==> src/apm_pkg.sv <==
// Shared types and constants for the amplifier protection monitor.
// No dependencies; used by the top level and the port checker.
`timescale 1ns / 1ps
`default_nettype none

package apm_pkg;

  localparam int unsigned GRACE_SECONDS      = 10;
  localparam int unsigned SECONDS_PER_MINUTE = 60;

  localparam int unsigned TEMP_W  = 8;
  localparam int unsigned CFG_W   = 8;
  localparam int unsigned IDX_W   = 3;
  localparam int unsigned CNT_W   = 16;
  localparam int unsigned FLAGS_W = 6;

  // reset values of the configuration registers
  localparam logic [CFG_W-1:0] RST_SWITCH_OFF_TEMP = 8'd85;
  localparam logic [CFG_W-1:0] RST_WARNING_TEMP    = 8'd75;
  localparam logic [CFG_W-1:0] RST_TIMEOUT_MIN     = 8'd5;

  typedef enum logic [1:0] {
    ACT_TICK   = 2'd0,
    ACT_POWER  = 2'd1,
    ACT_BUTTON = 2'd2,
    ACT_DC     = 2'd3
  } action_t;

  typedef enum logic [IDX_W-1:0] {
    REG_SWITCH_OFF_TEMP = 3'd0,
    REG_WARNING_TEMP    = 3'd1,
    REG_TIMEOUT_MIN     = 3'd2,
    REG_AUTO_OFF_EN     = 3'd3,
    REG_BUTTON_RELOAD   = 3'd4,
    REG_DC_PROT_EN      = 3'd5
  } reg_idx_t;

  // bit positions in the status flag word
  localparam int unsigned FLAG_OK    = 0;
  localparam int unsigned FLAG_FUSE  = 1;
  localparam int unsigned FLAG_TIMER = 2;
  localparam int unsigned FLAG_HOT   = 3;
  localparam int unsigned FLAG_WARN  = 4;
  localparam int unsigned FLAG_DC    = 5;

  typedef logic [FLAGS_W-1:0] flags_t;

  typedef struct packed {
    logic   amp_on;
    logic   transformer_on;
    logic   speakers_on;
    flags_t flags;
  } result_t;

endpackage

`default_nettype wire

==> src/amplifier_protection_monitor.sv <==
// Amplifier protection monitor: one event in, one status item out.
// Throughput: one item per cycle while out_stall does not hold the result;
// an input register and a result register bracket a single pass of update
// logic against the relay/flag/countdown state.
// Reset (rst_n low, synchronous): amplifier off, relays released, flags and
// countdown cleared, configuration back to 85/75/5 minutes and all enables set.
// Depends on apm_pkg.
`timescale 1ns / 1ps
`default_nettype none

module amplifier_protection_monitor (
  input  wire logic                             clk,
  input  wire logic                             rst_n,
  // configuration write port
  input  wire logic                             cfg_wr_en,
  input  wire logic [apm_pkg::IDX_W-1:0]        cfg_index,
  input  wire logic [apm_pkg::CFG_W-1:0]        cfg_data,
  // event channel
  input  wire logic                             in_valid,
  output logic                                  in_stall,
  input  wire logic [1:0]                       in_action,
  input  wire logic                             in_signal_present,
  input  wire logic                             in_fuse_left_ok,
  input  wire logic                             in_fuse_right_ok,
  input  wire logic signed [apm_pkg::TEMP_W-1:0] in_temp_left,
  input  wire logic signed [apm_pkg::TEMP_W-1:0] in_temp_right,
  // status channel
  output logic                                  out_valid,
  input  wire logic                             out_stall,
  output logic                                  out_amp_on,
  output logic                                  out_transformer_on,
  output logic                                  out_speakers_on,
  output logic                                  out_status_ok,
  output logic                                  out_fuse_fault,
  output logic                                  out_countdown_running,
  output logic                                  out_overheat_fault,
  output logic                                  out_temp_warning,
  output logic                                  out_dc_fault
);

  localparam int unsigned CW = apm_pkg::CNT_W;

  // configuration
  logic [apm_pkg::CFG_W-1:0] cfg_off_temp_r;
  logic [apm_pkg::CFG_W-1:0] cfg_warn_temp_r;
  logic [apm_pkg::CFG_W-1:0] cfg_timeout_r;
  logic                      cfg_auto_off_r;
  logic                      cfg_btn_reload_r;
  logic                      cfg_dc_en_r;

  // state
  logic            powered_r, powered_nxt;
  logic            xfmr_r, xfmr_nxt;
  logic            spk_r, spk_nxt;
  apm_pkg::flags_t flags_r, flags_nxt;
  logic [CW-1:0]   cnt_r, cnt_nxt;

  // input register
  logic                              s1_valid_r, s1_valid_nxt;
  apm_pkg::action_t                  s1_action_r;
  logic                              s1_sig_r;
  logic                              s1_fuse_l_r;
  logic                              s1_fuse_r_r;
  logic signed [apm_pkg::TEMP_W-1:0] s1_temp_l_r;
  logic signed [apm_pkg::TEMP_W-1:0] s1_temp_r_r;

  // result register
  logic             out_valid_r, out_valid_nxt;
  apm_pkg::result_t res_r, res_nxt;

  logic in_accept;
  logic advance;

  logic [CW-1:0] threshold;
  logic [CW-1:0] reload_val;

  logic signed [apm_pkg::TEMP_W:0] tl_ext, tr_ext, off_ext, warn_ext;
  logic hot_hit, warn_hit;
  logic do_check, power_up;

  assign advance   = s1_valid_r && (!out_valid_r || !out_stall);
  assign in_stall  = s1_valid_r && !advance;
  assign in_accept = in_valid && !in_stall;

  assign threshold  = CW'(cfg_timeout_r) * CW'(apm_pkg::SECONDS_PER_MINUTE);
  assign reload_val = threshold + CW'(apm_pkg::GRACE_SECONDS);

  // signed compare of heatsink readings against unsigned thresholds
  assign tl_ext   = {s1_temp_l_r[apm_pkg::TEMP_W-1], s1_temp_l_r};
  assign tr_ext   = {s1_temp_r_r[apm_pkg::TEMP_W-1], s1_temp_r_r};
  assign off_ext  = $signed({1'b0, cfg_off_temp_r});
  assign warn_ext = $signed({1'b0, cfg_warn_temp_r});
  assign hot_hit  = (tl_ext >= off_ext) || (tr_ext >= off_ext);
  assign warn_hit = (tl_ext >= warn_ext) || (tr_ext >= warn_ext);

  assign power_up = (s1_action_r == apm_pkg::ACT_POWER) && !powered_r;
  assign do_check = ((s1_action_r == apm_pkg::ACT_TICK) && powered_r) || power_up;

  always_comb begin
    powered_nxt = powered_r;
    xfmr_nxt    = xfmr_r;
    spk_nxt     = spk_r;
    flags_nxt   = flags_r;
    cnt_nxt     = cnt_r;

    case (s1_action_r)
      apm_pkg::ACT_TICK: begin
        // check below
      end
      apm_pkg::ACT_POWER: begin
        if (cfg_btn_reload_r) begin
          cnt_nxt = reload_val;
        end
        if (powered_r) begin
          powered_nxt = 1'b0;
          xfmr_nxt    = 1'b0;
          spk_nxt     = 1'b0;
        end else begin
          powered_nxt = 1'b1;
          flags_nxt   = '0;
          cnt_nxt     = reload_val;
        end
      end
      apm_pkg::ACT_BUTTON: begin
        if (cfg_btn_reload_r) begin
          cnt_nxt = reload_val;
        end
      end
      apm_pkg::ACT_DC: begin
        if (cfg_dc_en_r) begin
          flags_nxt[apm_pkg::FLAG_DC] = 1'b1;
          xfmr_nxt = 1'b0;
          spk_nxt  = 1'b0;
        end
      end
      default: begin
      end
    endcase

    if (do_check) begin
      // only the latched faults survive a check
      flags_nxt = flags_nxt & ((apm_pkg::flags_t'(1) << apm_pkg::FLAG_HOT) |
                               (apm_pkg::flags_t'(1) << apm_pkg::FLAG_DC));
      if ((!s1_fuse_l_r || !s1_fuse_r_r) && xfmr_nxt) begin
        flags_nxt[apm_pkg::FLAG_FUSE] = 1'b1;
      end
      if (s1_sig_r) begin
        cnt_nxt = reload_val;
      end else begin
        if (cnt_nxt < threshold) begin
          flags_nxt[apm_pkg::FLAG_TIMER] = 1'b1;
        end
        if (cfg_auto_off_r) begin
          if (cnt_nxt != '0) begin
            cnt_nxt = cnt_nxt - CW'(1);
          end
        end else begin
          cnt_nxt = reload_val;
        end
        if (cnt_nxt == '0) begin
          powered_nxt = 1'b0;
          xfmr_nxt    = 1'b0;
          spk_nxt     = 1'b0;
        end
      end
      if (hot_hit) begin
        flags_nxt[apm_pkg::FLAG_HOT] = 1'b1;
        xfmr_nxt = 1'b0;
        spk_nxt  = 1'b0;
      end else if (warn_hit) begin
        flags_nxt[apm_pkg::FLAG_WARN] = 1'b1;
      end
      if (flags_nxt == '0) begin
        flags_nxt[apm_pkg::FLAG_OK] = 1'b1;
      end
    end

    // relays close at power on unless the check turned the amp off again; an overheat keeps the transformer open
    if (power_up && powered_nxt) begin
      if (!flags_nxt[apm_pkg::FLAG_HOT]) begin
        xfmr_nxt = 1'b1;
      end
      spk_nxt = 1'b1;
    end
  end

  always_comb begin
    res_nxt.amp_on         = powered_nxt;
    res_nxt.transformer_on = xfmr_nxt;
    res_nxt.speakers_on    = spk_nxt;
    res_nxt.flags          = flags_nxt;
  end

  assign s1_valid_nxt  = in_accept ? 1'b1 : (advance ? 1'b0 : s1_valid_r);
  assign out_valid_nxt = advance ? 1'b1 : (out_stall ? out_valid_r : 1'b0);

  always_ff @(posedge clk) begin
    if (!rst_n) begin
      cfg_off_temp_r   <= apm_pkg::RST_SWITCH_OFF_TEMP;
      cfg_warn_temp_r  <= apm_pkg::RST_WARNING_TEMP;
      cfg_timeout_r    <= apm_pkg::RST_TIMEOUT_MIN;
      cfg_auto_off_r   <= 1'b1;
      cfg_btn_reload_r <= 1'b1;
      cfg_dc_en_r      <= 1'b1;
      powered_r        <= 1'b0;
      xfmr_r           <= 1'b0;
      spk_r            <= 1'b0;
      flags_r          <= '0;
      cnt_r            <= '0;
      s1_valid_r       <= 1'b0;
      out_valid_r      <= 1'b0;
    end else begin
      if (cfg_wr_en) begin
        case (apm_pkg::reg_idx_t'(cfg_index))
          apm_pkg::REG_SWITCH_OFF_TEMP: cfg_off_temp_r   <= cfg_data;
          apm_pkg::REG_WARNING_TEMP:    cfg_warn_temp_r  <= cfg_data;
          apm_pkg::REG_TIMEOUT_MIN:     cfg_timeout_r    <= cfg_data;
          apm_pkg::REG_AUTO_OFF_EN:     cfg_auto_off_r   <= cfg_data[0];
          apm_pkg::REG_BUTTON_RELOAD:   cfg_btn_reload_r <= cfg_data[0];
          apm_pkg::REG_DC_PROT_EN:      cfg_dc_en_r      <= cfg_data[0];
          default: begin
          end
        endcase
      end
      if (advance) begin
        powered_r <= powered_nxt;
        xfmr_r    <= xfmr_nxt;
        spk_r     <= spk_nxt;
        flags_r   <= flags_nxt;
        cnt_r     <= cnt_nxt;
      end
      s1_valid_r  <= s1_valid_nxt;
      out_valid_r <= out_valid_nxt;
    end
  end

  // payload registers
  always_ff @(posedge clk) begin
    if (in_accept) begin
      s1_action_r <= apm_pkg::action_t'(in_action);
      s1_sig_r    <= in_signal_present;
      s1_fuse_l_r <= in_fuse_left_ok;
      s1_fuse_r_r <= in_fuse_right_ok;
      s1_temp_l_r <= in_temp_left;
      s1_temp_r_r <= in_temp_right;
    end
    if (advance) begin
      res_r <= res_nxt;
    end
  end

  assign out_valid             = out_valid_r;
  assign out_amp_on            = res_r.amp_on;
  assign out_transformer_on    = res_r.transformer_on;
  assign out_speakers_on       = res_r.speakers_on;
  assign out_status_ok         = res_r.flags[apm_pkg::FLAG_OK];
  assign out_fuse_fault        = res_r.flags[apm_pkg::FLAG_FUSE];
  assign out_countdown_running = res_r.flags[apm_pkg::FLAG_TIMER];
  assign out_overheat_fault    = res_r.flags[apm_pkg::FLAG_HOT];
  assign out_temp_warning      = res_r.flags[apm_pkg::FLAG_WARN];
  assign out_dc_fault          = res_r.flags[apm_pkg::FLAG_DC];

endmodule

`default_nettype wire

==> config.mk <==
export PLATFORM = sky130hd
export DESIGN_NAME = amplifier_protection_monitor
export DESIGN_NICKNAME = d
export VERILOG_FILES = /design/src/apm_pkg.sv /design/src/amplifier_protection_monitor.sv
export SDC_FILE = /design/constraint.sdc
export NUM_CORES = 1
export LEC_CHECK = 0
export BUFFER_PORTS_ARGS = -buffer_cell sky130_fd_sc_hd__buf_4
export CORE_MARGIN = 3
export CORE_UTILIZATION = 40
export DETAILED_ROUTE_END_ITERATION = 12
export GPL_TIMING_DRIVEN = 0
export SYNTH_ARGS = -nofsm -noshare
export SYNTH_HDL_FRONTEND = slang
export SYNTH_SLANG_ARGS = --single-unit
==> constraint.sdc <==
create_clock -name clk -period 5.7 [get_ports clk]
set_clock_uncertainty 0.15 [all_clocks]
set_input_delay 0.57 -clock clk [delete_from_list [all_inputs] [get_ports clk]]
set_output_delay 0.57 -clock clk [all_outputs]
set_load 0.005 [all_outputs]
Word-level counts from Yosys, hierarchy flattened

Index checks and enable logic that the tools add are counted.

Register bits after elaboration: 84

Order comparisons: 5
Equal/unequal tests: 9
Reduce and logical (&&, ||, !) cells: 31
Muxes and demuxes: 51
$mul: 1
Add/sub/neg operators: 2

Operator list:

| cell                    | number |
|---|---|
| $mux W16                | 8 |
| $ge A8 B9 Y1            | 4 |
| $mux W1                 | 36 |
| $pmux W16 S2            | 1 |
| $logic_not A16 Y1       | 1 |
| $lt A16 B14 Y1          | 1 |
| $reduce_bool A16 Y1     | 1 |
| $sub A16 B1 Y16 const B | 1 |
| $add A14 B4 Y15 const B | 1 |
| $mul A8 B4 Y12 const B  | 1 |
| $reduce_and A2 Y1       | 6 |
| $mux W5                 | 2 |
| $logic_and A1 B1 Y1     | 7 |
| $logic_not A1 Y1        | 7 |
| $eq A3 B2 Y1 const B    | 2 |
| $eq A3 B3 Y1 const B    | 2 |
| $logic_not A6 Y1        | 1 |
| $mux W6                 | 1 |
| $pmux W1 S2             | 3 |
| $logic_or A1 B1 Y1      | 5 |
| $eq A2 B2 Y1 const B    | 2 |
| $eq A3 B1 Y1 const B    | 1 |
| $logic_not A3 Y1        | 1 |
| $eq A2 B1 Y1 const B    | 1 |
| other kinds (3)         | 3 |

Depth between registers and ports, before layout

Gate-level depths: netlist of the first run.

Depth in word-level cells: 17
Depth in mapped cells: 20

Worst setup path before layout of the first run

No wires, ideal clock.

Path kind: register -> register
From: register cfg_timeout_r[0] (netlist name)
To: register res_r (netlist bit out_status_ok), data pin
Arrival: 4.803 ns
Clock period less this slack: 5.210 ns
Setup slack: 0.490 ns
Cell stages (with the launch flop): 19
Path through: dfxtp_1 > fa_1 > inv_1 > fa_1 > inv_1 > fa_1 > a21o_2 > a21oi_2 > xnor2_2 > nand3_2 > or2_1 > a221oi_4 > inv_2 > ha_1 > a21o_1 > a211oi_1 > o311ai_0 > or3_1 > a32o_1

Longest elaborated chain between the ends: 12

RTL lines:

| element                | RTL line                                                                 | text |
|---|---|---|
| from (decl)            | amplifier_protection_monitor.sv:46                                       | `logic [apm_pkg::CFG_W-1:0] cfg_timeout_r;` |
| from (signal assigned) | amplifier_protection_monitor.sv:201                                      | `cfg_timeout_r <= apm_pkg::RST_TIMEOUT_MIN;` |
| from (signal assigned) | amplifier_protection_monitor.sv:217                                      | `apm_pkg::REG_TIMEOUT_MIN: cfg_timeout_r <= cfg_data;` |
| $mul A8 B4 Y12 *       | amplifier_protection_monitor.sv:85                                       | `assign threshold = CW'(cfg_timeout_r) * CW'(apm_pkg::SECONDS_PER_MINUTE);` |
| $add A14 B4 Y15        | amplifier_protection_monitor.sv:86                                       | `assign reload_val = threshold + CW'(apm_pkg::GRACE_SECONDS);` |
| $mux W16               | amplifier_protection_monitor.sv:111, amplifier_protection_monitor.sv:125 |  |
| $mux W16               | amplifier_protection_monitor.sv:114                                      | `if (powered_r) begin` |
| $pmux W16 S2           | amplifier_protection_monitor.sv:106                                      | `case (s1_action_r)` |
| $lt A16 B14 Y1 *       | amplifier_protection_monitor.sv:150                                      | `if (cnt_nxt < threshold) begin` |
| $mux W1 *              | amplifier_protection_monitor.sv:150                                      |  |
| $mux W1 *              | amplifier_protection_monitor.sv:147                                      | `if (s1_sig_r) begin` |
| $mux W1 *              | amplifier_protection_monitor.sv:140                                      | `if (do_check) begin` |
| $logic_not A6 Y1 *     | amplifier_protection_monitor.sv:173                                      | `if (flags_nxt == '0) begin` |
| $mux W1 *              | amplifier_protection_monitor.sv:173                                      |  |
| $mux W5 *              | amplifier_protection_monitor.sv:140                                      |  |
| via flags_nxt[0]       | amplifier_protection_monitor.sv:55                                       | `apm_pkg::flags_t flags_r, flags_nxt;` |
| to (signal assigned)   | amplifier_protection_monitor.sv:248                                      | `res_r <= res_nxt;` |
| to (decl)              | amplifier_protection_monitor.sv:69                                       | `apm_pkg::result_t res_r, res_nxt;` |

Mark *: on every way through the listed nets, which the timed path passes. The rest lies on a longest branch. The select of a mux whose other input is x is not followed.
A chain may end at the register's enable or synchronous reset.

Worst setup path after layout of the first run

From: register cfg_timeout_r[0] (netlist name)
To: register res_r (netlist bit out_amp_on), data pin

Longest elaborated chain between the ends: 14

RTL lines:

| element                                                | RTL line                                                                 | text |
|---|---|---|
| $mul A8 B4 Y12 *                                       | amplifier_protection_monitor.sv:85                                       |  |
| $add A14 B4 Y15 *                                      | amplifier_protection_monitor.sv:86                                       |  |
| $mux W16                                               | amplifier_protection_monitor.sv:111, amplifier_protection_monitor.sv:125 |  |
| $mux W16                                               | amplifier_protection_monitor.sv:114                                      |  |
| $pmux W16 S2                                           | amplifier_protection_monitor.sv:106                                      |  |
| $sub A16 B1 Y16 or $reduce_bool A16 Y1 (tied branches) | amplifier_protection_monitor.sv:155, amplifier_protection_monitor.sv:154 |  |
| $mux W16                                               | amplifier_protection_monitor.sv:154                                      | `if (cnt_nxt != '0) begin` |
| $mux W16 *                                             | amplifier_protection_monitor.sv:153                                      | `if (cfg_auto_off_r) begin` |
| $mux W16 *                                             | amplifier_protection_monitor.sv:147                                      |  |
| $mux W16 *                                             | amplifier_protection_monitor.sv:140                                      |  |
| $logic_not A16 Y1 *                                    | amplifier_protection_monitor.sv:160                                      | `if (cnt_nxt == '0) begin` |
| $mux W1 *                                              | amplifier_protection_monitor.sv:160                                      |  |
| $mux W1 *                                              | amplifier_protection_monitor.sv:147                                      |  |
| $mux W1 *                                              | amplifier_protection_monitor.sv:140                                      |  |
| via powered_nxt                                        | amplifier_protection_monitor.sv:52                                       | `logic powered_r, powered_nxt;` |

Marked as above.

==> results of run 1 <==
==> cell type report <==
type / count / area [um^2] / area share
multi-input cells: 591 / 4380 / 0.560
plain buffers: 25 / 133 / 0.0169
flip-flops and latches: 84 / 1980 / 0.254
clock inverters: 4 / 35.0 / 0.00448
clock buffers: 11 / 275 / 0.0352
repair buffers: 63 / 480 / 0.0614
well taps: 216 / 270 / 0.0345
inverters: 71 / 267 / 0.0341
==> routing by layer <==
| layer | GRT usage | vias to the layer above | wire length, um |
|---|---|---|---|
| met5 | 0 | - | 0 |
| met4 | 0.0656 | 0 | 539 |
| met3 | 0.0274 | 42 | 921 |
| met2 | 0.320 | 218 | 8390 |
| met1 | 0.283 | 2797 | 8480 |
| li1 | - | 2937 | - |
==> logic make-up (layout without fill, tap and decap cells) <==
| logic type | count (synthesis) | count (layout) |
|---|---|---|
| flip-flops | 84 | 84 |
| AO/OA/AOI/OAI | 228 | 228 |
| buffers and inverters | 96 | 174 |
| AND/OR/NAND/NOR | 261 | 261 |
| XOR/XNOR | 17 | 17 |
| adder cells (fa/ha/maj) | 81 | 81 |
| multiplexers | 4 | 4 |
==> cells in the mapped netlist (3+ instances only) <==
cell type / number
a21o_1: 5
a211oi_1: 8
o21bai_1: 3
o21a_1: 25
or3_1: 7
ha_1: 68
a41oi_1: 3
o2111ai_1: 4
a21boi_0: 4
nand3_1: 14
xor2_1: 7
nand4b_1: 6
o31ai_1: 3
xnor2_1: 7
o221ai_1: 5
nand2b_1: 10
dfxtp_1: 54
o211ai_1: 14
clkbuf_1: 20
nand4_1: 8
fa_1: 13
inv_1: 68
a21oi_1: 63
nor3_1: 21
a221oi_1: 3
nor2_1: 49
nand2_1: 105
a31oi_1: 3
mux2i_1: 3
and3_1: 7
o21ai_0: 41
edfxtp_1: 30
o22ai_1: 4
and2_1: 6
nor2b_1: 8
==> power by group through the flow <==
stage | Clock (W) | Sequential, W | Combinational [W]
final | 0.000603 | 0.000673 | 0.000619
after global routing | 0.000638 | 0.000675 | 0.000676
after CTS | 0.000612 | 0.000672 | 0.000583
after detailed placement | 0 | 0.000686 | 0.000555
after global placement | 0 | 0.000686 | 0.000555
after floorplan | 0 | 0.000679 | 0.000401
==> cells in the final DEF (no fill, tap or decap), types with 25 or more instances in the layout <==
cell type,netlist,layout
a21oi_1,63,61
buf_4,1,63
dfxtp_1,54,52
edfxtp_1,30,30
ha_1,68,64
inv_1,68,62
nand2_1,105,105
nor2_1,49,49
o21a_1,25,25
o21ai_0,41,40
==> worst paths after layout <==
path / from / endpoint / slack (ns) / depth (start not counted)
worst max register to register: cfg_timeout_r[0] / out_amp_on / 0.20 / 18
worst max-delay path: cfg_timeout_r[0] / out_amp_on / 0.20 / 18
worst min-delay path: in_temp_left[2] / s1_temp_l_r[2] / 0.25 / 1
worst min register to register: cfg_warn_temp_r[5] / cfg_warn_temp_r[5] / 0.31 / 2
==> state kept, by name, summed over array words and instances (netlist names), 2 cells and up <==
register,count
s1_temp_l_r,8
cfg_warn_temp_r,8
s1_temp_r_r,8
flags_r,6
cnt_r,16
s1_action_r,2
cfg_off_temp_r,8
cfg_timeout_r,8
==> metrics by stage <==
stage / setup TNS (ns) / std cells / utilization / hold slack [ns]
floorplan: 0 / 771 / - / 0.279
global placement: -2.50 / 1033 / 0.451 / 0.294
detailed placement: -2.58 / 1034 / 0.452 / 0.297
CTS: 0 / 1056 / 0.479 / 0.245
global route: -0.0643 / 1065 / 0.489 / 0.244
finish: 0 / 1065 / 0.489 / 0.252
==> repair_timing <==
| action | 4_1_cts | 5_1_grt |
|---|---|---|
| gates resized for setup | 15 | 24 |
| setup endpoints to repair | 9 | 11 |
| endpoints found under the hold margin | 0 | 0 |
| buffers inserted | 7 | 9 |
| pin swaps | 7 | 10 |
==> results.yml, run 1 <==
clocking:
  cts_buffer_depth: 2
  htree_levels: 3
  cts_tree: "built"
  hold_buffers: 0
  path_clk_slew_ns: 0.07
  ctsRootBufferMaster: "clkbuf_16"
  clk_latency_ns: 0.34
  cts_buffers: 9
  clkSinkCount: 84
setup_path:
  critPathTopFamily: "adder cells"
  critPathRequiredTime_ns: 5.63
  path_buf_inv: 5
  startpoint_type: "register"
  worstPathMaxFanout: 10
  crit_path_cell_trace: "fa_1 -> inv_1 -> fa_1 -> inv_1 -> fa_2 -> nand3_1 -> and2b_4 -> nand3_1 -> o21ai_2 -> a31o_4 -> inv_2 -> nor4_4 -> nand4_1 -> buf_6 -> a221o_1 -> a2111oi_4 -> buf_4 -> a21oi_1"
  critPathArrivalTime_ns: 5.43
  criticalPathCategory: "reg2reg"
  cp_slowest_stage_delay_ns: 0.57
  cp_slowest_cell: "fa_1"
  crit_path_end_kind: "register"
die:
  die_w_um: 134
  die_height_um: 134
  io-pin-count: 48
  start_util: 0.412
  core_mm2: 0.0160
  die-area_mm2: 0.0181
  num_rows: 46
logic_synthesis:
  seq_area_frac_synth: 0.301
  synth_compound_area_frac: 0.245
  synth_top_flop_cell: "dfxtp_1"
  synth_edf_count: 30
  synth_cell_type_count: 93
  synth_top_cell_area_share: 0.164
  synth_mux_area_frac: 0.00626
  synth_top_family_by_area: "compound AO/OA/AOI/OAI gates"
  synth_xor_xnor_area_share: 0.0260
  synth_nets: 889
  synth_top_area_cell: "dfxtp_1"
  yosysWarningCount: 0
  synthArstFlopShare: 0
  synth_seq_cells: 84
  synth_fa_ha_area_frac: 0.168
  yosys.area_share.simple: 0.194
  synth_area_leaders: "dfxtp_1 16%, edfxtp_1 14%, ha_1 13%, nand2_1 6.0%, a21oi_1 4.8%"
  synth_area_mm2: 0.00660
  syn_inst: 771
  syn_avg_cell_area_um2: 8.55
timing:
  fmax_mhz: 182
  slew_violations: 0
  period_minus_slack_ns: 5.50
  setup_ws_ns: 0.201
  setup_violations: 0
  tightest_slew_ns: 1.08
  hold_viol: 0
  min_period_over_period: 0.965
  slew_headroom: 0.282
placement:
  place_congestion: 1.00
  portBuffers: 46
  dp_hpwl_um: 14200
  dp_slack_ns: -0.419
  place_area_mm2: 0.00723
global_routing:
  grt_pass1_vias: 5621
  grt_pass1_wl_um: 29000
  grt-ovfl-total: 0
  grt_usage: 0.201
  grt_antenna_before_repair: 0
  grt_max_degree: 19
run_status:
  status: "completed"
detailed_routing:
  routedWlPerCell_um: 17.2
  ant_nets: 0
  firstDrtPassIters: 5
  vias: 5994
  wirelength_um: 18300
  drt-initial-drc-count: 432
  vias_per_cell: 5.63
  drc_errors: 0
cells_and_area:
  drive_gt1_frac: 0.165
  syn_to_final_growth_pct: 18.6
  fin_area_mm2: 0.00783
  n_antenna_cell: 0
  fill_cells: 1617
  fin_nets: 963
pwr:
  leakagePower_nw: 3.17
  switching_power_w: 0.000647
  internal_power_w: 0.00125
  totalPowerFinal_w: 0.00190
  p_comb_frac: 0.327
  clockPowerShare: 0.318
  powerDensity_mw_per_mm2: 242
  peakVddDrop_uv: 145
  p_sw_frac: 0.342
  seqPwrFrac: 0.355
worst_hold_path:
  hp-class: "in2reg"
flow_run:
  drv_cap: 0
Note: power is estimated with default switching activity, not from simulation.
==> run 2, diff against run 1 <==
ABC_AREA = 1   (was unset)
TNS_END_PERCENT = 1   (was unset)
==> results.yml, run 2 <==
global_routing:
  grt_usage: 0.201
  grt_max_degree: 22
  grt_pass1_vias: 5861
  grt_pass1_wl_um: 29100
  grt_antenna_before_repair: 0
  grt-ovfl-total: 0
cells_and_area:
  final_common_cell: "nand2_1"
  largest_register: "cnt_r"
  largest_register_ffs: 16
  layout_common_cells: "199 x nand2_1, 131 x inv_1, 68 x a21oi_1, 68 x ha_1, 60 x nand3_1"
  drive_gt1_frac: 0.132
  n_antenna_cell: 0
  syn_to_final_growth_pct: 13.6
  fin_nets: 1083
clocking:
  cts_buffers: 9
  path_clk_slew_ns: 0.06
  clk_latency_ns: 0.35
  cts_tree: "built"
  hold_buffers: 0
  cts_resized: 0
  ctsRootBufferMaster: "clkbuf_16"
  cts_buffer_depth: 2
  clkSinkCount: 84
  post-cts-setup-buffers: 0
  htree_levels: 3
pwr:
  peakVddDrop_uv: 161
  switching_power_w: 0.000729
  powerDensity_mw_per_mm2: 253
  p_sw_frac: 0.379
  leakagePower_nw: 3.65
  internal_power_w: 0.00119
  seqPwrFrac: 0.351
  p_comb_frac: 0.351
  clockPowerShare: 0.298
timing:
  setup_violations: 0
  hold_viol: 0
  tightest_slew_ns: 0.816
  period_minus_slack_ns: 5.05
  slew_headroom: 0.455
  rsz0062_at_grt: "false"
  min_period_over_period: 0.886
  fmax_mhz: 198
  tns_ns: 0
  slew_violations: 0
  whs_ns: 0.245
setup_path:
  worstReg2RegEnd: "out_speakers_on"
  r2r_start: "cfg_timeout_r[0]"
  r2r_cells: 23
  startpoint_type: "register"
  critPathArrivalTime_ns: 5.00
  criticalPathCategory: "reg2reg"
  ff2ff_setup_slack_ns: 0.65
  worstSetupStartpoint: "cfg_timeout_r[0]"
  crit_path_end_kind: "register"
  worstPathMaxFanout: 10
  critPathRequiredTime_ns: 5.65
detailed_routing:
  ant_nets: 0
  firstDrtPassIters: 5
  routedWlPerCell_um: 15.0
  drc_errors: 0
  drt-initial-drc-count: 357
  wirelength_um: 17700
  vias: 6104
  vias_per_cell: 5.15
die:
  die_height_um: 135
  core_mm2: 0.0161
  io-pin-count: 48
  num_rows: 46
  die_w_um: 135
  start_util: 0.414
  die-area_mm2: 0.0183
logic_synthesis:
  yosysMostFrequentCell: "nand2_1"
  synthTopCellsByCount: "199 x nand2_1, 131 x inv_1, 68 x a21oi_1, 68 x ha_1, 60 x nand3_1"
  syn_inst: 907
  synth_cell_type_count: 44
  seq_area_frac_synth: 0.297
  synth_compound_area_frac: 0.156
  yosys.area_share.simple: 0.275
  synth_fa_ha_area_frac: 0.166
  synth_top_family_by_area: "simple AND/OR/NAND/NOR gates"
  synth_seq_cells: 84
  synthArstFlopShare: 0
  yosysWarningCount: 0
  synth_edf_count: 30
  synth_mux_area_frac: 0
  syn_avg_cell_area_um2: 7.36
  synth_area_leaders: "dfxtp_1 16%, edfxtp_1 13%, ha_1 13%, nand2_1 11%, inv_1 7.4%"
  synth_top_area_cell: "dfxtp_1"
  synth_nets: 1025
  synth_top_flop_cell: "dfxtp_1"
  synth_xor_xnor_area_share: 0.0131
  synth_area_mm2: 0.00668
  synth_top_cell_area_share: 0.162
worst_hold_path:
  hp-class: "in2reg"
  worstHoldEndpoint: "s1_fuse_r_r"
  hold_start: "in_fuse_right_ok"
  hold_path_depth: 1
placement:
  dp_hpwl_um: 13800
  portBuffers: 47
  place_congestion: 0.932
run_status:
  status: "completed"
flow_run:
  drv_cap: 0
## run 2: worst max-delay path: stages (launching register included)
cell and delay, ns:
dfxtp_1 0.37, fa_1 0.57, inv_1 0.05, fa_1 0.48, inv_1 0.06, fa_1 0.55
nand3_2 0.17, nor2_8 0.18, nand3_4 0.11, nor2_4 0.10, nand4_1 0.18, nand2_1 0.17
o21ai_1 0.10, nand2_2 0.11, nand2_2 0.11, nor2_4 0.22, nand2_4 0.11, buf_6 0.16
a31oi_1 0.24, nand2_1 0.10, nor2_1 0.13, nand3_2 0.16, nand3_1 0.13, nand2_1 0.07
## run 2: power by group through the flow
| stage | sequential, W | clock, W | combinational (W) |
|---|---|---|---|
| finish | 0.000675 | 0.000573 | 0.000675 |
| global route | 0.000679 | 0.000613 | 0.000774 |
| CTS | 0.000674 | 0.000588 | 0.000673 |
| detailed placement | 0.000688 | 0 | 0.000668 |
| global placement | 0.000688 | 0 | 0.000662 |
| floorplan | 0.000683 | 0 | 0.000503 |
## run 2: layer usage
metal  share of wire  vias up  global-route usage  wire (um)
met1            0.47     2781               0.268       8290
met3           0.056       23              0.0449        994
met4           0.020        0              0.0627        360
met5               0        -                   0          0
met2            0.46      151               0.325       8090
li1                -     3149                   -          -
## run 2: cell type report
cell class              count  area (um^2)
plain buffers              23         98.8
clock buffers               9          225
clock inverters             7         57.6
fillers                  1662         8530
inverters                 140          526
multi-input cells         660         4070
flip-flops and latches     84         1980
well taps                 216          270
repair buffers             47          353
## run 2: worst max-delay path by stage
| stage | to | cells past startpoint |
|---|---|---|
| global route | xfmr_r | 30 |
| floorplan | out_transformer_on | 25 |
| detailed placement | out_speakers_on | 26 |
| CTS | out_speakers_on | 26 |
| finish | out_speakers_on | 23 |
| global placement | out_speakers_on | 23 |
## run 2: kinds of logic (layout without fill, tap and decap cells)
logic type | count (synthesis) | in the layout
AOI/OAI and AO/OA | 180 | 180
adders and majority gates | 81 | 81
and+or+nand+nor | 389 | 389
DFF | 84 | 84
xor gates and xnor gates | 10 | 10
buffers and inverters | 163 | 226
## run 2: stage by stage
step | utilization | cell area (um^2) | setup WS (ns) | std cells | total power, W
floorplan | - | 6680 | 1.35 | 907 | 0.00119
global placement | 0.453 | 7300 | 0.699 | 1170 | 0.00135
detailed placement | 0.453 | 7300 | 0.696 | 1170 | 0.00136
CTS | 0.471 | 7580 | 0.687 | 1186 | 0.00194
global route | 0.471 | 7580 | 0.267 | 1186 | 0.00206
finish | 0.471 | 7580 | 0.652 | 1186 | 0.00192
==> run 3, diff against run 2 <==
CORE_UTILIZATION = 64   (was 40)
PLACE_DENSITY = 0.84   (was unset)
clock period = 6.5 ns   (was 5.7 ns; I/O delays follow)
==> results.yml, run 3 (synthesis results as in run 2) <==
die:
  die_w_um: 108
  num_rows: 36
  io-pin-count: 48
  die_height_um: 108
  core_mm2: 0.00995
  die-area_mm2: 0.0117
  start_util: 0.671
worst_hold_path:
  hold_path_depth: 1
  hold_start: "in_temp_right[3]"
  worstHoldEndpoint: "s1_temp_r_r[3]"
  hp-class: "in2reg"
setup_path:
  r2r_cells: 23
  worstPathMaxFanout: 10
  ff2ff_setup_slack_ns: 1.37
  critPathRequiredTime_ns: 6.48
  critPathArrivalTime_ns: 5.11
  worstReg2RegEnd: "out_amp_on"
  criticalPathCategory: "reg2reg"
  r2r_start: "cfg_timeout_r[0]"
  crit_path_end_kind: "register"
  startpoint_type: "register"
clocking:
  path_clk_slew_ns: 0.09
  hold_buffers: 0
  cts_buffer_depth: 2
  post-cts-setup-buffers: 0
  cts_resized: 0
  cts_buffers: 9
  clkSinkCount: 84
  clk_latency_ns: 0.38
  htree_levels: 3
  cts_tree: "built"
  ctsRootBufferMaster: "clkbuf_8"
detailed_routing:
  ant_nets: 0
  drc_errors: 0
  vias_per_cell: 5.72
  routedWlPerCell_um: 15.5
  vias: 6310
  drt-initial-drc-count: 666
  firstDrtPassIters: 6
  wirelength_um: 17100
pwr:
  peakVddDrop_uv: 176
  totalPowerFinal_w: 0.00160
  leakagePower_nw: 3.62
  powerDensity_mw_per_mm2: 215
placement:
  place_area_mm2: 0.00720
  dp_hpwl_um: 13100
  place_congestion: 0.983
  portBuffers: 47
timing:
  slew_headroom: 0.477
  setup_violations: 0
  tns_ns: 0
  tightest_slew_ns: 0.783
  min_period_over_period: 0.789
  fmax_mhz: 195
  period_minus_slack_ns: 5.13
  whs_ns: 0.298
  hold_viol: 0
  slew_violations: 0
  rsz0062_at_grt: "false"
cells_and_area:
  n_antenna_cell: 0
  fin_nets: 1083
  multi_input_area_mm2: 0.00407
  finish.utilization: 0.745
  largest_register_ffs: 16
  drive_gt1_frac: 0.132
  fin_area_mm2: 0.00742
  fill_cells: 804
  regArea_mm2: 0.00198
  largest_register: "cnt_r"
  final_common_cell: "nand2_1"
  layout_common_cells: "199 x nand2_1, 131 x inv_1, 68 x a21oi_1, 68 x ha_1, 60 x nand3_1"
  syn_to_final_growth_pct: 11.1
global_routing:
  grt_pass1_vias: 5905
  grt_antenna_before_repair: 0
  grt-busiest-layer: "met2"
  grt_usage: 0.305
  grt_util_met1: 0.411
  grt_pass1_wl_um: 28100
  grt-ovfl-total: 0
  grt_max_degree: 22
  use_met2: 0.498
  use_met3: 0.0490
run_status:
  status: "completed"
flow_run:
  drv_cap: 0
==> run 3: final cells by class <==
| cell class | instances | share of cell area |
|---|---|---|
| buffer | 23 | 0.0133 |
| inverter | 140 | 0.0708 |
| sequential | 84 | 0.267 |
| tap | 133 | 0.0224 |
| clock buffer | 12 | 0.0253 |
| timing repair buffer | 47 | 0.0476 |
| clock inverter | 4 | 0.00455 |
| multi-input combinational | 660 | 0.549 |
==> run 3: worst max path at each step <==
stage | end | startpoint | slack, ns
6_report | out_amp_on | cfg_timeout_r[0] | 1.37
2_1_floorplan | out_transformer_on | cfg_timeout_r[0] | 2.15
3_5_place_dp | out_transformer_on | cfg_timeout_r[0] | 1.52
4_1_cts | out_amp_on | cfg_timeout_r[0] | 1.49
5_1_grt | spk_r | cfg_timeout_r[5] | 1.04
3_3_place_gp | out_transformer_on | cfg_timeout_r[5] | 1.55
==> run 3: metrics by stage <==
| step | setup WS (ns) | cells |
|---|---|---|
| finish | 1.37 | 1103 |
| global placement | 1.55 | 1087 |
| CTS | 1.49 | 1103 |
| detailed placement | 1.52 | 1087 |
| floorplan | 2.15 | 907 |
| global route | 1.04 | 1103 |
==> run 3: critical path, cell delays in order (launching register included) <==
cell,delay (ns)
dfxtp_1,0.38
fa_1,0.58
inv_1,0.07
fa_1,0.48
inv_1,0.06
fa_1,0.56
nand3_2,0.17
nor2_8,0.18
nand3_4,0.11
nor2_4,0.12
nand4_1,0.17
nand2_1,0.19
o21ai_1,0.10
nand2_2,0.12
nand2_2,0.10
nor2_4,0.21
nand2_4,0.10
buf_6,0.16
a31oi_1,0.27
nand2_1,0.10
nor2_1,0.13
nand3_2,0.16
nand2_1,0.16
inv_1,0.05
==> run 3: power by group <==
| part | switching, W | internal [W] | total [W] | leakage, nW |
|---|---|---|---|---|
| combinational | 0.000388 | 0.000205 | 0.000594 | 2.78 |
| clock | 0.000211 | 0.000200 | 0.000410 | 0.110 |
| sequential | 0.0000161 | 0.000575 | 0.000591 | 0.733 |
==> run 3: routing by layer <==
metal / share of wire / up-vias
met5: 0 / -
met4: 0.028 / 0
met3: 0.082 / 46
met2: 0.45 / 254
met1: 0.44 / 2867
li1: - / 3143
